`config.mk`:
```
export PLATFORM = sky130hd
export DESIGN_NAME = radiotext_segment_assembler_flat
export DESIGN_NICKNAME = d
export VERILOG_FILES = /design/src/rtl/rtsa_pkg.sv /design/src/rtl/rtsa_in_if.sv /design/src/rtl/rtsa_out_if.sv /design/src/rtl/radiotext_segment_assembler.sv /design/src/rtl/rtsa_ram.sv /design/src/rtl/rtsa_datapath.sv /design/src/rtl/rtsa_ctrl.sv /design/src/flat_wrapper.sv
export SDC_FILE = /design/constraint.sdc
export NUM_CORES = 1
export LEC_CHECK = 0
export ABC_AREA = 1
export BUFFER_PORTS_ARGS = -buffer_cell sky130_fd_sc_hd__clkbuf_2
export CORE_ASPECT_RATIO = 0.7
export CORE_MARGIN = 2
export CORE_UTILIZATION = 39
export CTS_BUF_LIST = sky130_fd_sc_hd__clkbuf_8
export DETAILED_ROUTE_END_ITERATION = 7
export REMOVE_ABC_BUFFERS = 1
export SYNTH_ARGS = -nofsm -noshare
export SYNTH_HDL_FRONTEND = slang
export SYNTH_SLANG_ARGS = --single-unit
export TNS_END_PERCENT = 5
```
`constraint.sdc`:
```
create_clock -name clk -period 6.2 [get_ports clk]
set_input_delay 1.24 -clock clk [delete_from_list [all_inputs] [get_ports clk]]
set_output_delay 1.24 -clock clk [all_outputs]
set_load 0.05 [all_outputs]
```
`src/rtl/rtsa_pkg.sv`:
```
// Package: shared constants, codes and structs of the RadioText segment assembler.
`default_nettype none
package rtsa_pkg;

  localparam int TEXT_LEN = 64;
  localparam int MASK_W   = 64;
  localparam int POS_W    = 6;
  localparam int WORDS    = (TEXT_LEN + 3) / 4;
  localparam int ROWS     = WORDS;
  localparam int ROW_W    = (ROWS > 1) ? $clog2(ROWS) : 1;
  localparam int WIDX_W   = 4;
  localparam int LANES    = 4;

  localparam logic [7:0]        CR_CHAR = 8'd13;
  localparam logic [MASK_W-1:0] FULL_A  = {MASK_W{1'b1}} >> (MASK_W - TEXT_LEN);
  localparam logic [MASK_W-1:0] FULL_B  = 64'h0000_0000_FFFF_FFFF;

  localparam logic [1:0] KIND_CLEARED = 2'd0;
  localparam logic [1:0] KIND_PARTIAL = 2'd1;
  localparam logic [1:0] KIND_WORD    = 2'd2;

  localparam logic [2:0] COUNT_A = 3'd4;
  localparam logic [2:0] COUNT_B = 3'd2;

  typedef struct packed {
    logic       version_a;
    logic       ab_flag;
    logic [3:0] segment_address;
    logic [7:0] char_a;
    logic [7:0] char_b;
    logic [7:0] char_c;
    logic [7:0] char_d;
  } item_t;

  typedef struct packed {
    logic              load;
    logic              set_done;
    logic              rd_en;
    logic [WIDX_W-1:0] word;
    logic [1:0]        kind;
  } cmd_t;

  typedef struct packed {
    logic ab_change;
    logic start;
  } status_t;

  typedef struct packed {
    logic [POS_W-1:0]  write_address;
    logic [2:0]        write_count;
    logic [WIDX_W-1:0] word_index;
    logic [31:0]       text_word;
  } result_t;

endpackage
`default_nettype wire

```
`src/rtl/rtsa_in_if.sv`:
```
// Interface: input channel carrying one decoded RadioText group.
`default_nettype none
interface rtsa_in_if;
  logic       valid;
  logic       ready;
  logic       version_a;
  logic       ab_flag;
  logic [3:0] segment_address;
  logic [7:0] char_a;
  logic [7:0] char_b;
  logic [7:0] char_c;
  logic [7:0] char_d;

  modport source (output valid, version_a, ab_flag, segment_address,
                  char_a, char_b, char_c, char_d, input ready);
  modport sink (input valid, version_a, ab_flag, segment_address,
                char_a, char_b, char_c, char_d, output ready);
endinterface
`default_nettype wire

```
`src/rtl/rtsa_out_if.sv`:
```
// Interface: result channel of the RadioText segment assembler.
`default_nettype none
interface rtsa_out_if;
  logic        valid;
  logic        ready;
  logic [1:0]  kind;
  logic [5:0]  write_address;
  logic [2:0]  write_count;
  logic [3:0]  word_index;
  logic [31:0] text_word;
  logic        last;

  modport source (output valid, kind, write_address, write_count, word_index,
                  text_word, last, input ready);
  modport sink (input valid, kind, write_address, write_count, word_index,
                text_word, last, output ready);
endinterface
`default_nettype wire

```
`src/rtl/radiotext_segment_assembler.sv`:
```
// Top level: RadioText group 2A/2B segment assembler.
//
//  channel  dir  handshake    payload
//  grp      in   valid/ready  version_a, ab_flag, segment_address, char_a..char_d
//  res      out  valid/ready  kind, write_address, write_count, word_index,
//                             text_word, last
//
// One group at a time: accept, then the reports in order (cleared, only when
// the A/B flag changes, then partial update). On completion the readout adds
// a RAM read, then a present step, per word, for 16 words. Each report holds
// until res.ready.
// Synchronous active-high reset clears the masks, flag and state; the store
// needs no clearing pass since unset positions read as zero.
`default_nettype none
module radiotext_segment_assembler (
  input wire logic  clk,
  input wire logic  rst,
  rtsa_in_if.sink   grp,
  rtsa_out_if.source res
);

  rtsa_pkg::item_t   item;
  rtsa_pkg::cmd_t    cmd;
  rtsa_pkg::status_t status;
  rtsa_pkg::result_t result;

  assign item.version_a       = grp.version_a;
  assign item.ab_flag         = grp.ab_flag;
  assign item.segment_address = grp.segment_address;
  assign item.char_a          = grp.char_a;
  assign item.char_b          = grp.char_b;
  assign item.char_c          = grp.char_c;
  assign item.char_d          = grp.char_d;

  rtsa_ctrl u_ctrl (
    .clk       (clk),
    .rst       (rst),
    .grp_valid (grp.valid),
    .grp_ready (grp.ready),
    .res_valid (res.valid),
    .res_ready (res.ready),
    .res_last  (res.last),
    .status    (status),
    .cmd       (cmd)
  );

  rtsa_datapath u_dp (
    .clk    (clk),
    .rst    (rst),
    .item   (item),
    .cmd    (cmd),
    .status (status),
    .result (result)
  );

  assign res.kind          = cmd.kind;
  assign res.write_address = result.write_address;
  assign res.write_count   = result.write_count;
  assign res.word_index    = result.word_index;
  assign res.text_word     = result.text_word;

endmodule
`default_nettype wire

```
`src/rtl/rtsa_ram.sv`:
```
// Generic single-write, single-read RAM with registered read data.
`default_nettype none
module rtsa_ram #(
  parameter int WIDTH = 8,
  parameter int DEPTH = 16
) (
  input  wire logic                     clk,
  input  wire logic                     we,
  input  wire logic [$clog2(DEPTH)-1:0] waddr,
  input  wire logic [WIDTH-1:0]         wdata,
  input  wire logic                     re,
  input  wire logic [$clog2(DEPTH)-1:0] raddr,
  output logic      [WIDTH-1:0]         rdata
);

  logic [WIDTH-1:0] mem [DEPTH];

  always_ff @(posedge clk) begin
    if (we) begin
      mem[waddr] <= wdata;
    end
    if (re) begin
      rdata <= mem[raddr];
    end
  end

endmodule
`default_nettype wire

```
`src/rtl/rtsa_datapath.sv`:
```
// Datapath: byte-lane text store, set and CR masks, completion test, result payload.
`default_nettype none
module rtsa_datapath (
  input  wire logic              clk,
  input  wire logic              rst,
  input  wire rtsa_pkg::item_t   item,
  input  wire rtsa_pkg::cmd_t    cmd,
  output rtsa_pkg::status_t      status,
  output rtsa_pkg::result_t      result
);

  logic [rtsa_pkg::MASK_W-1:0] mask;
  logic [rtsa_pkg::MASK_W-1:0] mask_next;
  logic [rtsa_pkg::MASK_W-1:0] cr;
  logic [rtsa_pkg::MASK_W-1:0] cr_next;
  logic                        current_ab;
  logic                        completed;
  logic                        ver_a;
  logic [3:0]                  seg;

  logic [rtsa_pkg::LANES-1:0]  lane_we;
  logic [7:0]                  lane_wdata [rtsa_pkg::LANES];
  logic [rtsa_pkg::POS_W-1:0]  lane_pos [rtsa_pkg::LANES];
  logic [7:0]                  lane_rdata [rtsa_pkg::LANES];
  logic [3:0]                  row_in;
  logic                        ab_change;

  logic [rtsa_pkg::MASK_W-1:0] run;
  logic                        done;
  logic [31:0]                 word_bytes;

  assign ab_change = item.ab_flag != current_ab;
  assign row_in    = item.version_a ? item.segment_address
                                    : {1'b0, item.segment_address[3:1]};

  always_comb begin
    mask_next = ab_change ? '0 : mask;
    cr_next   = ab_change ? '0 : cr;
    for (int l = 0; l < rtsa_pkg::LANES; l++) begin
      lane_pos[l] = {row_in, 2'(l)};
      if (item.version_a) begin
        case (l)
          0:       lane_wdata[l] = item.char_a;
          1:       lane_wdata[l] = item.char_b;
          2:       lane_wdata[l] = item.char_c;
          default: lane_wdata[l] = item.char_d;
        endcase
      end else begin
        lane_wdata[l] = (l % 2 == 1) ? item.char_d : item.char_c;
      end
      lane_we[l] = cmd.load
                   && (item.version_a || ((l / 2 == 1) == item.segment_address[0]))
                   && ({1'b0, lane_pos[l]} < (rtsa_pkg::POS_W + 1)'(rtsa_pkg::TEXT_LEN));
      if (lane_we[l]) begin
        mask_next[lane_pos[l]] = 1'b1;
        cr_next[lane_pos[l]]   = lane_wdata[l] == rtsa_pkg::CR_CHAR;
      end
    end
  end

  always_ff @(posedge clk) begin
    if (rst) begin
      mask       <= '0;
      cr         <= '0;
      current_ab <= 1'b0;
      completed  <= 1'b0;
    end else begin
      if (cmd.load) begin
        mask       <= mask_next;
        cr         <= cr_next;
        current_ab <= item.ab_flag;
        if (ab_change) begin
          completed <= 1'b0;
        end
      end else if (cmd.set_done) begin
        completed <= 1'b1;
      end
    end
  end

  always_ff @(posedge clk) begin
    if (cmd.load) begin
      ver_a <= item.version_a;
      seg   <= item.segment_address;
    end
  end

  for (genvar g = 0; g < rtsa_pkg::LANES; g++) begin : g_lane
    rtsa_ram #(
      .WIDTH (8),
      .DEPTH (rtsa_pkg::ROWS)
    ) u_ram (
      .clk   (clk),
      .we    (lane_we[g]),
      .waddr (row_in[rtsa_pkg::ROW_W-1:0]),
      .wdata (lane_wdata[g]),
      .re    (cmd.rd_en),
      .raddr (cmd.word[rtsa_pkg::ROW_W-1:0]),
      .rdata (lane_rdata[g])
    );
  end

  // gapless run of set positions starting at position 0
  assign run  = mask & ~(mask + rtsa_pkg::MASK_W'(1));
  assign done = (ver_a ? (mask == rtsa_pkg::FULL_A) : (mask == rtsa_pkg::FULL_B))
                || (|(run & cr));

  assign status.ab_change = ab_change;
  assign status.start     = !completed && done;

  always_comb begin
    for (int l = 0; l < rtsa_pkg::LANES; l++) begin
      word_bytes[8*l +: 8] = mask[{cmd.word, 2'(l)}] ? lane_rdata[l] : 8'd0;
    end
  end

  always_comb begin
    result = '0;
    case (cmd.kind)
      rtsa_pkg::KIND_PARTIAL: begin
        result.write_address = ver_a ? {seg, 2'b00} : {1'b0, seg, 1'b0};
        result.write_count   = ver_a ? rtsa_pkg::COUNT_A : rtsa_pkg::COUNT_B;
      end
      rtsa_pkg::KIND_WORD: begin
        result.word_index = cmd.word;
        result.text_word  = word_bytes;
      end
      default: result = '0;
    endcase
  end

endmodule
`default_nettype wire

```
`src/rtl/rtsa_ctrl.sv`:
```
// Controller: sequences accept, cleared and partial reports, and the text readout.
`default_nettype none
module rtsa_ctrl (
  input  wire logic              clk,
  input  wire logic              rst,
  input  wire logic              grp_valid,
  output logic                   grp_ready,
  output logic                   res_valid,
  input  wire logic              res_ready,
  output logic                   res_last,
  input  wire rtsa_pkg::status_t status,
  output rtsa_pkg::cmd_t         cmd
);

  localparam logic [2:0] S_IDLE = 3'd0;
  localparam logic [2:0] S_CLR  = 3'd1;
  localparam logic [2:0] S_PART = 3'd2;
  localparam logic [2:0] S_RD   = 3'd3;
  localparam logic [2:0] S_WORD = 3'd4;

  localparam logic [rtsa_pkg::WIDX_W-1:0] LAST_WORD =
    rtsa_pkg::WIDX_W'(rtsa_pkg::WORDS - 1);

  logic [2:0]                  state;
  logic [2:0]                  state_next;
  logic [rtsa_pkg::WIDX_W-1:0] word;
  logic [rtsa_pkg::WIDX_W-1:0] word_next;
  logic                        take;

  assign grp_ready = (state == S_IDLE) && !rst;
  assign res_valid = (state == S_CLR) || (state == S_PART) || (state == S_WORD);
  assign take      = res_valid && res_ready;

  always_comb begin
    state_next   = state;
    word_next    = word;
    res_last     = 1'b0;
    cmd          = '0;
    cmd.word     = word;
    cmd.kind     = rtsa_pkg::KIND_CLEARED;
    unique case (state)
      S_IDLE: begin
        cmd.load = grp_valid && grp_ready;
        if (cmd.load) begin
          state_next = status.ab_change ? S_CLR : S_PART;
        end
      end
      S_CLR: begin
        cmd.kind = rtsa_pkg::KIND_CLEARED;
        if (res_ready) begin
          state_next = S_PART;
        end
      end
      S_PART: begin
        cmd.kind = rtsa_pkg::KIND_PARTIAL;
        res_last = !status.start;
        if (res_ready) begin
          cmd.set_done = status.start;
          word_next    = '0;
          state_next   = status.start ? S_RD : S_IDLE;
        end
      end
      S_RD: begin
        cmd.rd_en  = 1'b1;
        state_next = S_WORD;
      end
      S_WORD: begin
        cmd.kind = rtsa_pkg::KIND_WORD;
        res_last = word == LAST_WORD;
        if (res_ready) begin
          word_next  = word + 1'b1;
          state_next = (word == LAST_WORD) ? S_IDLE : S_RD;
        end
      end
      default: begin
        state_next = S_IDLE;
      end
    endcase
  end

  always_ff @(posedge clk) begin
    if (rst) begin
      state <= S_IDLE;
      word  <= '0;
    end else begin
      state <= state_next;
      word  <= word_next;
    end
  end

  a_no_overlap: assert property (@(posedge clk) disable iff (rst)
    !(grp_ready && res_valid))
    else $error("input accepted while a result is pending");

  a_accept_reports: assert property (@(posedge clk) disable iff (rst)
    (grp_valid && grp_ready) |=> res_valid)
    else $error("accepted group not reported in the next cycle");

  a_readout_starts: assert property (@(posedge clk) disable iff (rst)
    (state == S_PART && take && status.start) |=> (state == S_RD && word == '0))
    else $error("readout did not start after completion");

  a_word_bound: assert property (@(posedge clk) disable iff (rst)
    word <= LAST_WORD)
    else $error("word counter out of range");

endmodule
`default_nettype wire
```
`src/flat_wrapper.sv`:
```
// flat-port wrapper written by rule: the top's interface ports become plain ports
module radiotext_segment_assembler_flat 
  (clk, rst, grp_valid, grp_version_a, grp_ab_flag, grp_segment_address, grp_char_a, grp_char_b, grp_char_c, grp_char_d, grp_ready, res_valid, res_kind, res_write_address, res_write_count, res_word_index, res_text_word, res_last, res_ready);
  rtsa_in_if grp_i ();
  rtsa_out_if res_i ();
  input wire logic clk;
  input wire logic rst;
  input wire logic [$bits(grp_i.valid)-1:0] grp_valid;
  input wire logic [$bits(grp_i.version_a)-1:0] grp_version_a;
  input wire logic [$bits(grp_i.ab_flag)-1:0] grp_ab_flag;
  input wire logic [$bits(grp_i.segment_address)-1:0] grp_segment_address;
  input wire logic [$bits(grp_i.char_a)-1:0] grp_char_a;
  input wire logic [$bits(grp_i.char_b)-1:0] grp_char_b;
  input wire logic [$bits(grp_i.char_c)-1:0] grp_char_c;
  input wire logic [$bits(grp_i.char_d)-1:0] grp_char_d;
  output wire logic [$bits(grp_i.ready)-1:0] grp_ready;
  output wire logic [$bits(res_i.valid)-1:0] res_valid;
  output wire logic [$bits(res_i.kind)-1:0] res_kind;
  output wire logic [$bits(res_i.write_address)-1:0] res_write_address;
  output wire logic [$bits(res_i.write_count)-1:0] res_write_count;
  output wire logic [$bits(res_i.word_index)-1:0] res_word_index;
  output wire logic [$bits(res_i.text_word)-1:0] res_text_word;
  output wire logic [$bits(res_i.last)-1:0] res_last;
  input wire logic [$bits(res_i.ready)-1:0] res_ready;
  assign grp_i.valid = grp_valid;
  assign grp_i.version_a = grp_version_a;
  assign grp_i.ab_flag = grp_ab_flag;
  assign grp_i.segment_address = grp_segment_address;
  assign grp_i.char_a = grp_char_a;
  assign grp_i.char_b = grp_char_b;
  assign grp_i.char_c = grp_char_c;
  assign grp_i.char_d = grp_char_d;
  assign grp_ready = grp_i.ready;
  assign res_valid = res_i.valid;
  assign res_kind = res_i.kind;
  assign res_write_address = res_i.write_address;
  assign res_write_count = res_i.write_count;
  assign res_word_index = res_i.word_index;
  assign res_text_word = res_i.text_word;
  assign res_last = res_i.last;
  assign res_i.ready = res_ready;
  radiotext_segment_assembler u_core (.clk(clk), .rst(rst), .grp(grp_i), .res(res_i));
endmodule
```
Yosys cells after proc, flatten, opt, wreduce, memory -nomap -nowiden
Memories as Yosys holds them, arrays and structs flattened. A register that Yosys moved wholly into a read port is not among the register bits.
Index checks and enable logic that the tools add are counted.
{ "word_totals": {"ff_bits": 142, "ram_bits": 512, "input_bits": 42, "out_inout_bits": 50, "elab_cells": 143, "mem_count": 4} }
{ "op_classes": {"n_addsub": 2, "magnitude_cmp": 12, "eq_ne": 19, "mux": 66, "bitwise_logic": 8, "reduce_logical": 24} }
{ "memory_table": {"columns": ["memory", "words", "width", "read_ports", "rd_clocked_by_memory_dff", "write_ports", "line_no", "source"], "rows": [
  ["u_core.u_dp.g_lane[0].u_ram.mem", 16, 8, 1, 1, 1, "rtsa_ram.sv:16", "logic [WIDTH-1:0] mem [DEPTH];"],
  ["u_core.u_dp.g_lane[1].u_ram.mem", 16, 8, 1, 1, 1, "rtsa_ram.sv:16", null],
  ["u_core.u_dp.g_lane[2].u_ram.mem", 16, 8, 1, 1, 1, "rtsa_ram.sv:16", null],
  ["u_core.u_dp.g_lane[3].u_ram.mem", 16, 8, 1, 1, 1, "rtsa_ram.sv:16", null]
]} }
{ "ops": {"columns": ["cell", "n"], "rows": [
  ["$mux W64", 10],
  ["$bwmux W64", 4],
  ["$and A64 B64 Y64", 2],
  ["$add A64 B1 Y64 const B", 1],
  ["$eq A64 B32 Y1 const B", 1],
  ["$eq A64 B64 Y1 const B", 1],
  ["$not A64 Y64", 1],
  ["$or A64 B61 Y64", 1],
  ["$or A64 B62 Y64", 1],
  ["$or A64 B63 Y64", 1],
  ["$or A64 B64 Y64", 1],
  ["$reduce_or A64 Y1", 1],
  ["$lt A6 B7 Y1 const B", 8],
  ["$mux W8", 6],
  ["$mux W36", 1],
  ["$eq A8 B4 Y1 const B", 4],
  ["$ge A6 B1 Y1 const B", 4],
  ["$mux W1", 20],
  ["$bmux W1 S4", 4],
  ["$demux W1 S4", 4],
  ["$mux W3", 5],
  ["$pmux W3 S5", 1],
  ["$mux W4", 3],
  ["$logic_and A1 B1 Y1", 9],
  ["other kinds (24)", 37]
]} }

Longest topological paths before layout
{ "depth": {"ltp_word": 13, "depth_mapped": 17, "depth_no_buf": 16} }

Hierarchy
From an unflattened synthesis, not the netlist that was laid out.
{ "hier_totals": {"hier_cells": 3669, "hier_area_um2": 32107.0} }
{ "by_module_without_submodules": {"columns": ["module", "n_inst", "cells_each", "area_per_inst_um2", "seq_area_each_um2"], "rows": [
  ["rtsa_ram at u_core.u_dp.g_lane[1].u_ram ...", 3, 551, 5846.9, 4083.9],
  ["rtsa_datapath", 1, 1395, 8272.9, 2752.6],
  ["rtsa_ram at u_core.u_dp.g_lane[0].u_ram", 1, 552, 5850.6, 4083.9],
  ["rtsa_ctrl", 1, 69, 442.9, 140.1]
]} }

Worst setup path after synthesis
OpenSTA, ideal clock, no wires.
{ "synth_path": {"path_type": "register -> output", "startpoint": "register u_core.u_ctrl.state[0]", "endpoint": "output res_text_word[0]", "t_arrival_ns": 2.781, "required_ns": 4.960, "path_slack_ns": 2.179, "stages_incl_launch_ff": 10, "path_buffers": 0, "cell_sequence": "dfxtp_1 > nor2_1 > inv_2 > nor2_1 > clkinv_1 > nor2_1 > o221ai_1 > nand2_1 > inv_1 > nor2_1"} }
{ "synth_lines": {"columns": ["item", "line_no", "source"], "rows": [
  ["from (decl)", "rtsa_ctrl.sv:24", "logic [2:0] state;"],
  ["from (signal assigned)", "rtsa_ctrl.sv:86", "state <= state_next;"],
  ["to (decl)", "flat_wrapper.sv:22", "output wire logic [$bits(res_i.text_word)-1:0] res_text_word;"]
]} }

Worst setup path after layout
{ "layout_path": {"startpoint": "register u_core.u_ctrl.word[0] (netlist bit)", "endpoint": "output res_text_word[28]"} }
{ "layout_via": {"elab_chain_cells": 4} }
{ "layout_rtl": {"columns": ["item", "line_no", "source"], "rows": [
  ["from (decl)", "rtsa_ctrl.sv:26", "logic [rtsa_pkg::WIDX_W-1:0] word;"],
  ["from (signal assigned)", "rtsa_ctrl.sv:87", "word <= word_next;"],
  ["$bmux W1 S4", "rtsa_datapath.sv:113", "word_bytes[8*l +: 8] = mask[{cmd.word, 2'(l)}] ? lane_rdata[l] : 8'd0;"],
  ["$mux W1 (not written as such)", "rtsa_datapath.sv:113", null],
  ["$mux W8", "rtsa_datapath.sv:113", null],
  ["$mux W36", "rtsa_datapath.sv:119", "case (cmd.kind)"]
]} }
Every way passes these cells. The select of a mux whose other input is x is not followed.

==> impl_metrics.toml <==
[placed_design]
globalplace.congestion = 0.935
dp_hpwl_um = 55100
portBuffers = 89

[global_route]
grt_pass1_wl_um = 135000
groute.usage.overall_pct = 22.9
grt_max_degree = 218
gr-total-overflow = 0
grt_pass1_vias = 20900
grt_antenna_before_repair = 0

[synthesis]
yosys.area.top_type = "edfxtp_1"
synthFlopType = "edfxtp_1"
yosys-top-cells-area = "edfxtp_1, dfxtp_1, o21ai_0, nor2_1, nand2_1"
avgSynthCellArea_um2 = 10.3
postSynthCellCount = 2872
yosysSeqAreaShare_pct = 64.8
synth_top_area_share_pct = 55.5
synth_async_sr_flop_share_pct = 0
synth_area_um2 = 29700
synth-edff-count = 549
synth_cell_types = 48
yosys_warnings = 0
ys_seq_elements = 686

[floorplanning]
chipHeight_um = 235
pin_count = 92
start_util_pct = 39.5
dieWidth_um = 334
die_area_um2 = 78400
core.rowCount = 84
core_um2 = 75300

[sta]
maxSlewHeadroom_pct = 13.7
worst_clock_skew_ps = 39.3
slew_viol_final = 0
hold_viol = 0
whs_ps = 485
period_minus_slack_ps = 4940
worst-slew-pin-transition_ps = 1290
setup_viol = 0
finalCritPeriodShare_pct = 79.7
fmax_mhz = 202
rsz0062_at_grt = "false"

[cts]
clk_pin_slew_ps = 60
cts_resized = 0
cts_tree = "yes"
ctsLongestPathBuffers = 3
numCtsBuffers = 103
cts_htree_levels = 3
cts.sinks = 686
clk_latency_ps = 750
cts_hold_buf = 0
post_cts_buffers = 0
root_buffer = "clkbuf_8"

[detailed_routing]
firstDrtPassIters = 6
viasPerCell = 5.63
drtIter0Drc = 2719
drc_errors = 0
postRouteAntennaNets = 0
routedWlPerCell_um = 23.0
num_vias = 22500
routed_wl_um = 91800

[cells_and_area]
drive_above_1_share_pct = 12.0
post-route-util_pct = 43.7
area_growth_pct = 10.7
ff_latch_area_um2 = 19200
antennaDiodeCount = 0
layout_common_cells = "edfxtp_1, nor2_1, nand2_1"
fin_nets = 2968
fill_cells = 7086
final_common_cell = "edfxtp_1"
multiInputGateArea_um2 = 9150

[setup_path]
critPathArrivalTime_ps = 3700
critPathKind = "reg -> out"
critPathLaunch = "u_core.u_ctrl.word[0]$_SDFFE_PP0P_"
start_kind = "flip-flop"
end_kind = "primary output"
required_ps = 4960
crit_fanout = 115
r2r_start = "u_core.u_ctrl.word[0]$_SDFFE_PP0P_"

[job]
drv_cap = 0

[hold_path]
hp-start = "u_core.u_dp.completed$_SDFFE_PP0P_"
hold_class = "reg -> reg"

[power_and_ir_drop]
leakage_nw = 11.5
vdd_drop_max_v = 0.000160
p_per_area_nw_per_um2 = 282

[status]
status = "completed"
==> final cells by class <==
| class | instances | share of cell area, % |
|---|---|---|
| flip-flops and latches | 686 | 58.5 |
| multi-input cells | 1850 | 27.8 |
| clock buffers | 112 | 4.69 |
| well taps | 989 | 3.76 |
| inverters | 174 | 2.04 |
| repair buffers | 110 | 1.87 |
| clock inverters | 66 | 1.28 |
==> logic make-up (layout without fill, tap and decap cells) <==
logic type	Yosys count	count (layout)	synth area share (%)
buffers and inverters	337	462	4.51
and+or+nand+nor	1112	1112	16.2
adders and majority gates	1	1	0.0421
DFF	686	686	64.8
AOI/OAI and AO/OA	733	733	14.4
xor gates and xnor gates	2	2	0.0590
other	1	2	0.0126
==> registers in the layout, summed over array words and instances (netlist names) <==
signal,cells
u_core.u_dp.g_lane.u_ram.mem,512
u_core.u_dp.cr,64
u_core.u_dp.mask,64
u_core.u_dp.g_lane.u_ram.rdata,32
u_core.u_ctrl.word,4
u_core.u_dp.seg,4
u_core.u_ctrl.state,3
u_core.u_dp.completed,1
u_core.u_dp.current_ab,1
u_core.u_dp.ver_a,1
==> routing by layer <==
metal | routed length (µm) | part of all wire [%] | global-route usage [%]
met1 | 42800 | 47 | 34.7
met2 | 37900 | 41 | 31.8
met3 | 8890 | 9.7 | 5.87
met4 | 2260 | 2.5 | 6.95
met5 | 0 | 0 | 0
==> cell usage after synthesis (2+ instances only) <==
library cell and number:
a21oi_1 137, a21oi_2 3, a21oi_4 2, and2_1 2, buf_1 8, buf_2 9
buf_4 7, buf_6 2, clkbuf_1 135, clkinv_1 2, dfxtp_1 137, edfxtp_1 549
inv_1 139, inv_2 32, nand2_1 454, nand2_2 8, nand2_4 3, nand3_1 70
nand3_2 3, nand3b_1 9, nand4_1 25, nor2_1 472, nor2_2 9, nor2_4 28
nor2_8 8, nor3_1 15, nor4_1 3, o211ai_1 48, o21a_1 2, o21ai_0 368
o21ai_1 23, o221ai_1 94, o22ai_1 50, xor2_1 2
==> metrics by stage <==
stage	worst slack (ps)	cells	power, mW	instance area (µm²)	TNS [ps]
after floorplan	-5040	2710	5.51	29000	-269810
after global placement	2070	3809	5.72	30900	0
after detailed placement	2060	3809	5.74	30900	0
after CTS	1260	3987	9.34	32900	0
after global routing	1010	3987	9.59	32900	0
final	1260	3987	9.28	32900	0
==> final timing paths <==
check | to | slack (ps) | depth (start not counted)
hold / removal | u_core.u_dp.completed$_SDFFE_PP0P_ | 480 | 2
hold reg to reg | u_core.u_dp.completed$_SDFFE_PP0P_ | 480 | 2
setup / recovery | res_text_word[28] | 1260 | 8
setup reg to reg | u_core.u_dp.g_lane[1].u_ram.rdata[7]$_DFFE_PP_ | 2200 | 7
==> report_power, final <==
group / switching (mW) / leakage [nW] / total, mW / internal [mW]
logic: 0.464 / 4.34 / 0.581 / 0.117
clock network: 1.81 / 1.10 / 3.64 / 1.83
registers: 0.0294 / 6.06 / 5.06 / 5.04
==> worst max-delay path: stages, from the launching register on <==
cell and delay (ps):
dfxtp_4 880, inv_8 410, o21ai_0 280, o22ai_1 90, o221ai_1 190, nand2_1 80
inv_1 550, nor2_1 110, clkbuf_2 270
No activity file was read; power rests on OpenSTA's default activity.
